===== src/dwc_pkg.sv =====
// Package with sizes, codes, types and helpers for the depthwise 5x5 convolution unit.
package dwc_pkg;

  localparam int PLANE_SIZE  = 26;
  localparam int CHANNELS    = 64;
  localparam int KSIZE       = 5;
  localparam int TAPS        = KSIZE * KSIZE;
  localparam int COEFF_DEPTH = (TAPS + 1) * CHANNELS;
  localparam int COEFF_AW    = $clog2(COEFF_DEPTH);
  localparam int ROW_DEPTH   = KSIZE * PLANE_SIZE;
  localparam int ROW_AW      = $clog2(ROW_DEPTH);
  localparam int POS_W       = $clog2(PLANE_SIZE + 1);
  localparam int SLOT_W      = 3;
  localparam int KIDX_W      = 3;
  localparam int TAP_W       = 5;
  localparam int CH_W        = 6;
  localparam int VAL_W       = 16;
  localparam int RES_W       = 15;
  localparam int ACC_W       = 37;
  localparam int FRAC_SHIFT  = 14;

  localparam logic CMD_LOAD  = 1'b0;
  localparam logic CMD_PIXEL = 1'b1;

  typedef struct packed {
    logic valid;
    logic clear;
    logic pad;
    logic bias;
  } mac_ctl_t;

  // Line-buffer slot of row (slot row + kh - 2), all taken modulo the kernel size.
  function automatic logic [SLOT_W-1:0] slot_add(input logic [SLOT_W-1:0] slot,
                                                 input logic [KIDX_W-1:0] kh);
    logic [3:0] s;
    s = 4'(slot) + 4'(kh) + 4'(KSIZE - 2);
    if (s >= 4'(2 * KSIZE)) begin
      s = s - 4'(2 * KSIZE);
    end else if (s >= 4'(KSIZE)) begin
      s = s - 4'(KSIZE);
    end
    return s[SLOT_W-1:0];
  endfunction

endpackage


===== src/dwc_mac.sv =====
// Multiply-accumulate datapath with rounding, ReLU and saturation.
module dwc_mac import dwc_pkg::*; (
  input  logic                    clk,
  input  logic                    rst_n,
  input  mac_ctl_t                ctl,
  input  logic signed [VAL_W-1:0] coeff,
  input  logic signed [VAL_W-1:0] pix,
  output logic [RES_W-1:0]        result
);

  mac_ctl_t                ctl_d_r;
  logic                    prod_v_r;
  logic signed [ACC_W-1:0] prod_r;
  logic signed [ACC_W-1:0] prod_nxt;
  logic signed [ACC_W-1:0] acc_r;
  logic signed [ACC_W-1:0] rnd;
  logic [ACC_W-FRAC_SHIFT-1:0] q;

  always_comb begin
    if (ctl_d_r.bias) begin
      prod_nxt = ACC_W'(coeff) <<< FRAC_SHIFT;
    end else if (ctl_d_r.pad) begin
      prod_nxt = '0;
    end else begin
      prod_nxt = ACC_W'(coeff * pix);
    end
  end

  always_ff @(posedge clk) begin
    if (!rst_n) begin
      ctl_d_r  <= '0;
      prod_v_r <= 1'b0;
    end else begin
      ctl_d_r  <= ctl;
      prod_v_r <= ctl_d_r.valid;
    end
  end

  always_ff @(posedge clk) begin
    prod_r <= prod_nxt;
    if (ctl.clear) begin
      acc_r <= '0;
    end else if (prod_v_r) begin
      acc_r <= acc_r + prod_r;
    end
  end

  assign rnd = acc_r + ACC_W'(1 << (FRAC_SHIFT - 1));
  assign q   = rnd[ACC_W-1:FRAC_SHIFT];

  always_comb begin
    if (rnd[ACC_W-1]) begin
      result = '0;
    end else if (|q[ACC_W-FRAC_SHIFT-1:RES_W]) begin
      result = '1;
    end else begin
      result = q[RES_W-1:0];
    end
  end

endmodule


===== config.mk =====
export PLATFORM = sky130hd
export DESIGN_NAME = dwc_mac
export DESIGN_NICKNAME = d
export VERILOG_FILES = /design/src/dwc_pkg.sv /design/src/dwc_mac.sv
export SDC_FILE = /design/constraint.sdc
export NUM_CORES = 1
export LEC_CHECK = 0
export BUFFER_PORTS_ARGS = -buffer_cell sky130_fd_sc_hd__buf_2
export CORE_MARGIN = 2
export CORE_UTILIZATION = 30
export CTS_CLUSTER_SIZE = 40
export DETAILED_ROUTE_END_ITERATION = 12
export HOLD_SLACK_MARGIN = 0.02
export PLACE_DENSITY = 0.44
export SYNTH_ARGS = -nofsm -noshare
export SYNTH_HDL_FRONTEND = slang
export SYNTH_SLANG_ARGS = --single-unit
export TNS_END_PERCENT = 20

===== constraint.sdc =====
create_clock -name clk -period 19.2 [get_ports clk]
set_clock_uncertainty 0.15 [all_clocks]
set_input_delay 3.84 -clock clk [delete_from_list [all_inputs] [get_ports clk]]
set_output_delay 3.84 -clock clk [all_outputs]
set_load 0.01 [all_outputs]

## Word level (Yosys, flattened, before mapping)

Index checks and enable logic that the tools add are counted.

- $add $sub $neg: 2
- Divide/modulo/power cells: 0
- Mux-type cells: 4
- Equal/unequal tests: 0
- Shift operators: 0
- $mul: 1
- Magnitude comparators: 0
- Reduce and logical (&&, ||, !) cells: 2
- Bitwise gates (word level): 0

Operators by type and width:

| operator | number |
|---|---|
| 2-to-1 mux 37 bit | 2 |
| adder 37 x 15 -> 37 bit (second input constant) | 1 |
| adder 37 bit | 1 |
| multiplier 16 x 16 -> 32 bit | 1 |
| 2-to-1 mux 15 bit | 2 |
| OR reduction 8 bit | 1 |
| OR reduction 2 bit | 1 |

- Memory bits (writable): 0
- Output and inout bits: 15
- Memories kept: 0
- Register bits: 78
- Input port bits: 38
- Logic and storage cells: 16
- Bits in read-only memories: 0
- Latch bits: 0

## Logic depth before layout (Yosys ltp)

Gate-level depths: netlist (run 1).

- Depth in word-level cells: 4
- Depth in mapped cells: 24
- Depth with buffers taken out: 23

## Worst setup path before layout (run 1)

OpenSTA, ideal clock, no wires.

- Path kind: in2reg
- From: input coeff[15]
- To: register prod_r[29]
- Data required time: 18.924 ns
- Setup time: 0.126 ns
- Slack: 9.395 ns
- Stages: 23
- Buffers on the path: 1
- Arrival time: 9.529 ns
- Cells stage by stage: clkbuf_1 nand2_1 inv_1 fa_1 inv_1 fa_1 inv_1 fa_1 fa_1 fa_1 inv_1 fa_1 inv_1 ha_1 a21o_1 a21o_1 a221oi_1 o21ai_1 a31o_4 a311o_1 a21oi_1 xor2_1 o21ai_1

- Cells in the longest elaborated chain, start to end: 3

Ends and longest elaborated chain:

| what | RTL line | RTL |
|---|---|---|
| start: declaration | dwc_mac.sv:6 | `input logic signed [VAL_W-1:0] coeff,` |
| multiplier 16 x 16 -> 32 bit | dwc_mac.sv:25 | `prod_nxt = ACC_W'(coeff * pix);` |
| 2-to-1 mux 37 bit | dwc_mac.sv:22 | `end else if (ctl_d_r.pad) begin` |
| 2-to-1 mux 37 bit (*) | dwc_mac.sv:20 | `if (ctl_d_r.bias) begin` |
| via prod_nxt[29] | dwc_mac.sv:14 | `logic signed [ACC_W-1:0] prod_nxt;` |
| end signal: assignment | dwc_mac.sv:40 | `prod_r <= prod_nxt;` |
| end: declaration | dwc_mac.sv:13 | `logic signed [ACC_W-1:0] prod_r;` |

Mark *: on every way through the listed nets, which the timed path passes. The rest lies on a longest branch.
A chain may end at the register's enable or synchronous reset.

## Final worst setup path (run 1)

- From: input pix[4]
- To: register prod_r[35]

- Cells in the longest elaborated chain, start to end: 3

Ends and longest elaborated chain:

| what | RTL line | RTL |
|---|---|---|
| start: declaration | dwc_mac.sv:7 | `input logic signed [VAL_W-1:0] pix,` |
| multiplier 16 x 16 -> 32 bit | dwc_mac.sv:25 |  |
| 2-to-1 mux 37 bit | dwc_mac.sv:22 |  |
| 2-to-1 mux 37 bit | dwc_mac.sv:20 |  |

No other way between the ends.

==> results of run 1 <==
## flip-flops by register name (all words and copies together), names as in the netlist
name and cells:
prod_v_r 1, prod_r 32, acc_r 37, ctl_d_r 3
## routing by layer
layer,track usage,vias up,share of wire,wire length [um]
met5,0,-,0,0
met4,0.0235,0,0.0075,291
met3,0.0125,15,0.023,880
met2,0.285,129,0.48,18600
met1,0.220,5435,0.49,18800
li1,-,5292,-,-
## path summary, 6_finish.rpt
path                                 start         end  slack [ps]  depth (start not counted)
worst max register to register    acc_r[0]   acc_r[32]       15470                         12
worst min-delay path            ctl_d_r[3]    prod_v_r         290                          1
worst max-delay path                pix[4]  prod_r[35]        9210                         21
worst min register to register  ctl_d_r[3]    prod_v_r         290                          1
## through the flow
step | worst slack [ps] | std cells | instance area, um^2 | util
6_report | 9210 | 2309 | 15800 | 0.324
5_1_grt | 8950 | 2309 | 15800 | 0.324
4_1_cts | 9250 | 2309 | 15800 | 0.324
3_5_place_dp | 8880 | 2294 | 15500 | 0.318
3_3_place_gp | 8960 | 2294 | 15500 | 0.318
2_1_floorplan | 9390 | 1674 | 14700 | -
## logic make-up (layout without fill, tap and decap cells)
kind of cell / after synthesis / in the layout / synth area share
fa+ha+maj: 382 / 382 / 0.459
xor+xnor: 74 / 74 / 0.0441
simple gates: 503 / 503 / 0.170
compound gates: 244 / 244 / 0.114
mux: 15 / 15 / 0.0104
flops: 73 / 73 / 0.0994
buf+inv: 383 / 396 / 0.103
## area by class of cell
class                      count  area, um^2
tap                          622         778
clock inverter                 5        57.6
multi-input combinational   1218       11700
timing repair buffer          55         283
fill                        5171       32900
inverter                     326        1220
clock buffer                  10         229
sequential                    73        1460
## critical path, stage by stage
cell and delay, ps:
buf_2 330, nand2_1 220, fa_1 620, inv_1 60, fa_1 790, fa_1 520, fa_1 480, fa_1 540
inv_1 50, fa_1 520, inv_1 40, ha_1 370, a21o_1 220, a21o_1 180, a21oi_1 180, o21ai_1 110
a31o_4 250, a311o_1 320, a31oi_1 190, xnor2_1 140, o21ai_1 80
## synth_stat cells, drive strengths merged (16+ instances only)
library cell and count:
a21o 31, clkbuf 49, o21ai 44, and2 122
inv 325, a21oi 65, nand3 28, fa 263
nand2 196, ha 119, xor2 25, a31oi 16
xnor2 49, nor3 20, dfxtp 73, nor2 74
==> out/summary.txt, run 1 <==
Post-synth EDFFs = 0
Routed vias/inst = 4.71
Post-CTS Hold Fix Bufs = 0
Asr flop ratio synth = 0
Antenna cells = 0
RePlAce Congestion = 0.816
RSZ-0062 raised after global routing = false
Setup tns final = 0 ps
Crit path DAT = 10,050 ps
Sequential area share after synthesis = 0.0994
Layout cells sized above 1 = 0.0569
Ys flop type = dfxtp_1
Worst Setup End Kind = flop
Hold_ws = 287 ps
Netlist cell types = 86
Status = completed
DRC = 0
First-pass GRT wire length = 64.9 mm
Clock Sinks = 73
Final #Nets = 2,103
GRT overflow = 0
Register bit total from synthesis = 73
Dominant cell type by area after synthesis = fa_1
Critical Path RT = 19,260 ps
Horiz. Die Dim = 225 um
Worst Tran Pin Value = 1040 ps
Die area = 0.0508 mm^2
Routed WL per cell = 16.7 um
Crit path kind = primary input to flop
Final setup fails = 0
CP Launch Type = primary input
Row cnt = 81
Hold Path Class = flop to flop
Overall die height = 225 um
I/O Buffers = 52
CORE AREA = 0.0486 mm^2
Slew Limit Fails = 0
Initial antenna violation count = 0
Vias in the first global route = 12,000
Htree depth = 3
Max-cap violation count = 0
Post_cts resized = 0
Hold Vio Cnt, Final = 0
Clk Latency, worst-skew pair = 340 ps
Upper clock frequency limit = 0.100 GHz
Remaining antenna violation count = 0
Initial drt markers = 480
# IOs = 53
Synth-to-Final Area Change = 7.21%
Clock transition at the registers of the reported paths = 60 ps
Crit path time final = 9990 ps
Postcts setup bufs = 0
Yosys warns = 0
Initial core utilization = 0.302
Critical Path Fanout Max = 16
Slew HR = 0.303
Most frequent cells in the layout = inv_1, fa_1, nand2_1
Syn Nets = 2,094
Clock Tree Buf Depth = 2
Top post-synthesis cells by area = fa_1, ha_1, dfxtp_1, inv_1, and2_1
Clk root buf = clkbuf_16
Pin count of the biggest net entering global routing = 47
Final HPWL DP = 31.4 mm
Cell count after synthesis = 1,674
WL final = 38.6 mm
CTS tree = done
Commonest non-fill, non-tap cell in the layout = inv_1
GRT Total Usage = 0.161
Synthesized area per cell = 8.78 um^2
Post-synth top area share = 0.358
Num CTS Buffers = 9
Mapped cell area = 0.0147 mm^2
DRT Pass-1 Iters = 5
Vias = 10,900
Crit share post-route = 0.520
Power of run 1 is not shown: default switching activity piles up to over one toggle a cycle in this logic, so the estimate is an artifact.
==> run 2, diff against run 1 <==
==> constraint.sdc (replaced) <==
create_clock -name clk -period 10.1 [get_ports clk]
set_clock_uncertainty 0.15 [all_clocks]
set_input_delay 2.02 -clock clk [delete_from_list [all_inputs] [get_ports clk]]
set_output_delay 2.02 -clock clk [all_outputs]
set_load 0.01 [all_outputs]
==> run 2 against run 1 <==
  * Critical endpoint unchanged
  * Non-clock buffer count did not move
  * Clock-buffer cell count grew 1
  * Setup slack got worse by 7200 ps
  * Sequential share of layout area is essentially flat
  * Via count is essentially flat
  * Critical path type unchanged
  * Highest routed layer unchanged
==> out/summary.txt, run 2 (synthesis gave the netlist of run 1 again) <==
GRT Total Usage = 0.161 (-0.000202)
Reg-to-reg setup timing slack = 6350 ps (-9120 ps)
Commonest non-fill, non-tap cell in the layout = inv_1
Clk Latency, worst-skew pair = 340 ps (about the same)
Clock Tree Buf Depth = 2 (unchanged)
Num CTS Buffers = 9 (unchanged)
Worst setup path endpoint = prod_r[35]
Routed WL per cell = 16.8 um (+0.32%)
Horiz. Die Dim = 225 um (unchanged)
Routed vias/inst = 4.71 (about the same)
Worst-case reg-to-reg path depth = 12 (unchanged)
Clock Sinks = 73 (unchanged)
Hold_ws = 283 ps (-3.69 ps)
Initial core utilization = 0.302 (unchanged)
Layout cells sized above 1 = 0.0575 (+0.000593)
GRT overflow = 0 (unchanged)
Critical Path Stages = 21 (unchanged)
Final instance area = 0.0158 mm^2 (+0.11%)
Postcts setup bufs = 0 (unchanged)
Slew Limit Fails = 0 (unchanged)
Vias = 10,900 (+0.074%)
Critical path's top delay family = adder cells
Synth-to-Final Area Change = 7.33%
Final HPWL DP = 31.4 mm (about the same)
Crit path buf inv count = 4 (unchanged)
Most frequent cells in the layout = inv_1, fa_1, nand2_1
Vias in the first global route = 11,900 (-0.39%)
Remaining antenna violation count = 0 (unchanged)
Final #Nets = 2,103 (unchanged)
Top sig layer = met4
Pin count of the biggest net entering global routing = 47 (unchanged)
Largest regs = acc_r (37), prod_r (32), ctl_d_r (3)
Final setup fails = 0 (unchanged)
RePlAce Congestion = 0.816 (about the same)
Slew HR = 0.300 (-0.00326)
DRC = 0 (unchanged)
Overall die height = 225 um (unchanged)
CORE AREA = 0.0486 mm^2 (unchanged)
Dpl cell area = 0.0155 mm^2 (unchanged)
Initial drt markers = 424 (-12%)
Die area = 0.0508 mm^2 (unchanged)
Hold Path Class = flop to flop
Htree depth = 3 (unchanged)
WL final = 38.7 mm (+0.32%)
Max-cap violation count = 0 (unchanged)
Worst Setup End Kind = flop
Post-CTS Hold Fix Bufs = 0 (unchanged)
Worst flop-to-flop path startpoint = acc_r[0]
CP cell instances = buf_2, nand2_1, fa_1, inv_1, fa_1, fa_1, fa_1, fa_1, inv_1, fa_1, inv_1, ha_1, a21o_1, a21o_1, a21oi_1, o21ai_1, a31o_4, a311o_1, a31oi_1, xnor2_1, o21ai_1
Crit path kind = primary input to flop
Worst Tran Pin Value = 1050 ps (+4.88 ps)
Critical Path Fanout Max = 16 (unchanged)
DRT Pass-1 Iters = 4 (-1)
Critical Path RT = 10,160 ps (-9100 ps)
RSZ-0062 raised after global routing = false
Met3 WL = 1.02 mm (+16%)
Top cell by count, worst path = fa_1
Hold Path Origin = ctl_d_r[3]
Critical Path Max Stage Delay = 780 ps (about the same)
Setup tns final = 0 ps (unchanged)
Crit share post-route = 0.806
Row cnt = 81 (unchanged)
Antenna cells = 0 (unchanged)
Initial antenna violation count = 0 (unchanged)
Clk root buf = clkbuf_16
Status = completed
Worst Setup SP = pix[4]
First-pass GRT wire length = 64.9 mm (unchanged)
Post_cts resized = 0 (unchanged)
Crit path time final = 8140 ps
DR WL met2 = 18.6 mm (about the same)
Met1 wire length = 18.8 mm (-0.27%)
Hold Vio Cnt, Final = 0 (unchanged)
CTS tree = done
# IOs = 53 (unchanged)
Upper clock frequency limit = 0.123 GHz
Max reg flops = 37 (unchanged)
Clock transition at the registers of the reported paths = 60 ps (about the same)
I/O Buffers = 52 (unchanged)
Slowest cell on crit path = fa_1
Crit Reg-Reg Endpoint = acc_r[32]
Largest register by flop count = acc_r
Crit path DAT = 8190 ps (-1860 ps)
CP Launch Type = primary input
-- run 2: cell count changes in the layout (fill, tap and decap cells not counted), sizes merged --
cell	before	now
clkbuf	10	11
clkinv	5	2
clkinvlp	0	1
inv	325	326
-- run 2: through the flow --
stage | cells | worst slack [ps] | utilization
6_report | 2309 | 1960 | 0.324
5_1_grt | 2309 | 1630 | 0.324
4_1_cts | 2309 | 1950 | 0.324
3_5_place_dp | 2294 | 1580 | 0.318
3_3_place_gp | 2294 | 1680 | 0.318
2_1_floorplan | 1674 | 2110 | -
-- run 2: layout make-up --
class / count / area, um^2
repair buffers: 55 / 283
inverters: 326 / 1220
fillers: 5197 / 32900
clock buffers: 11 / 253
well taps: 622 / 778
flip-flops and latches: 73 / 1460
clock inverters: 4 / 51.3
multi-input cells: 1218 / 11700
-- run 2: how the worst min path moves through the flow --
stage / to / depth (start not counted)
2_1_floorplan: prod_v_r / 1
3_3_place_gp: prod_v_r / 1
3_5_place_dp: prod_v_r / 1
4_1_cts: prod_v_r / 1
5_1_grt: prod_v_r / 1
6_report: prod_v_r / 1
-- run 2: routing by layer --
layer,vias up,global-route usage
li1,5296,-
met1,5443,0.219
met2,119,0.281
met3,21,0.0188
met4,0,0.0224
met5,-,0
Power of run 2 is left out for the same reason.
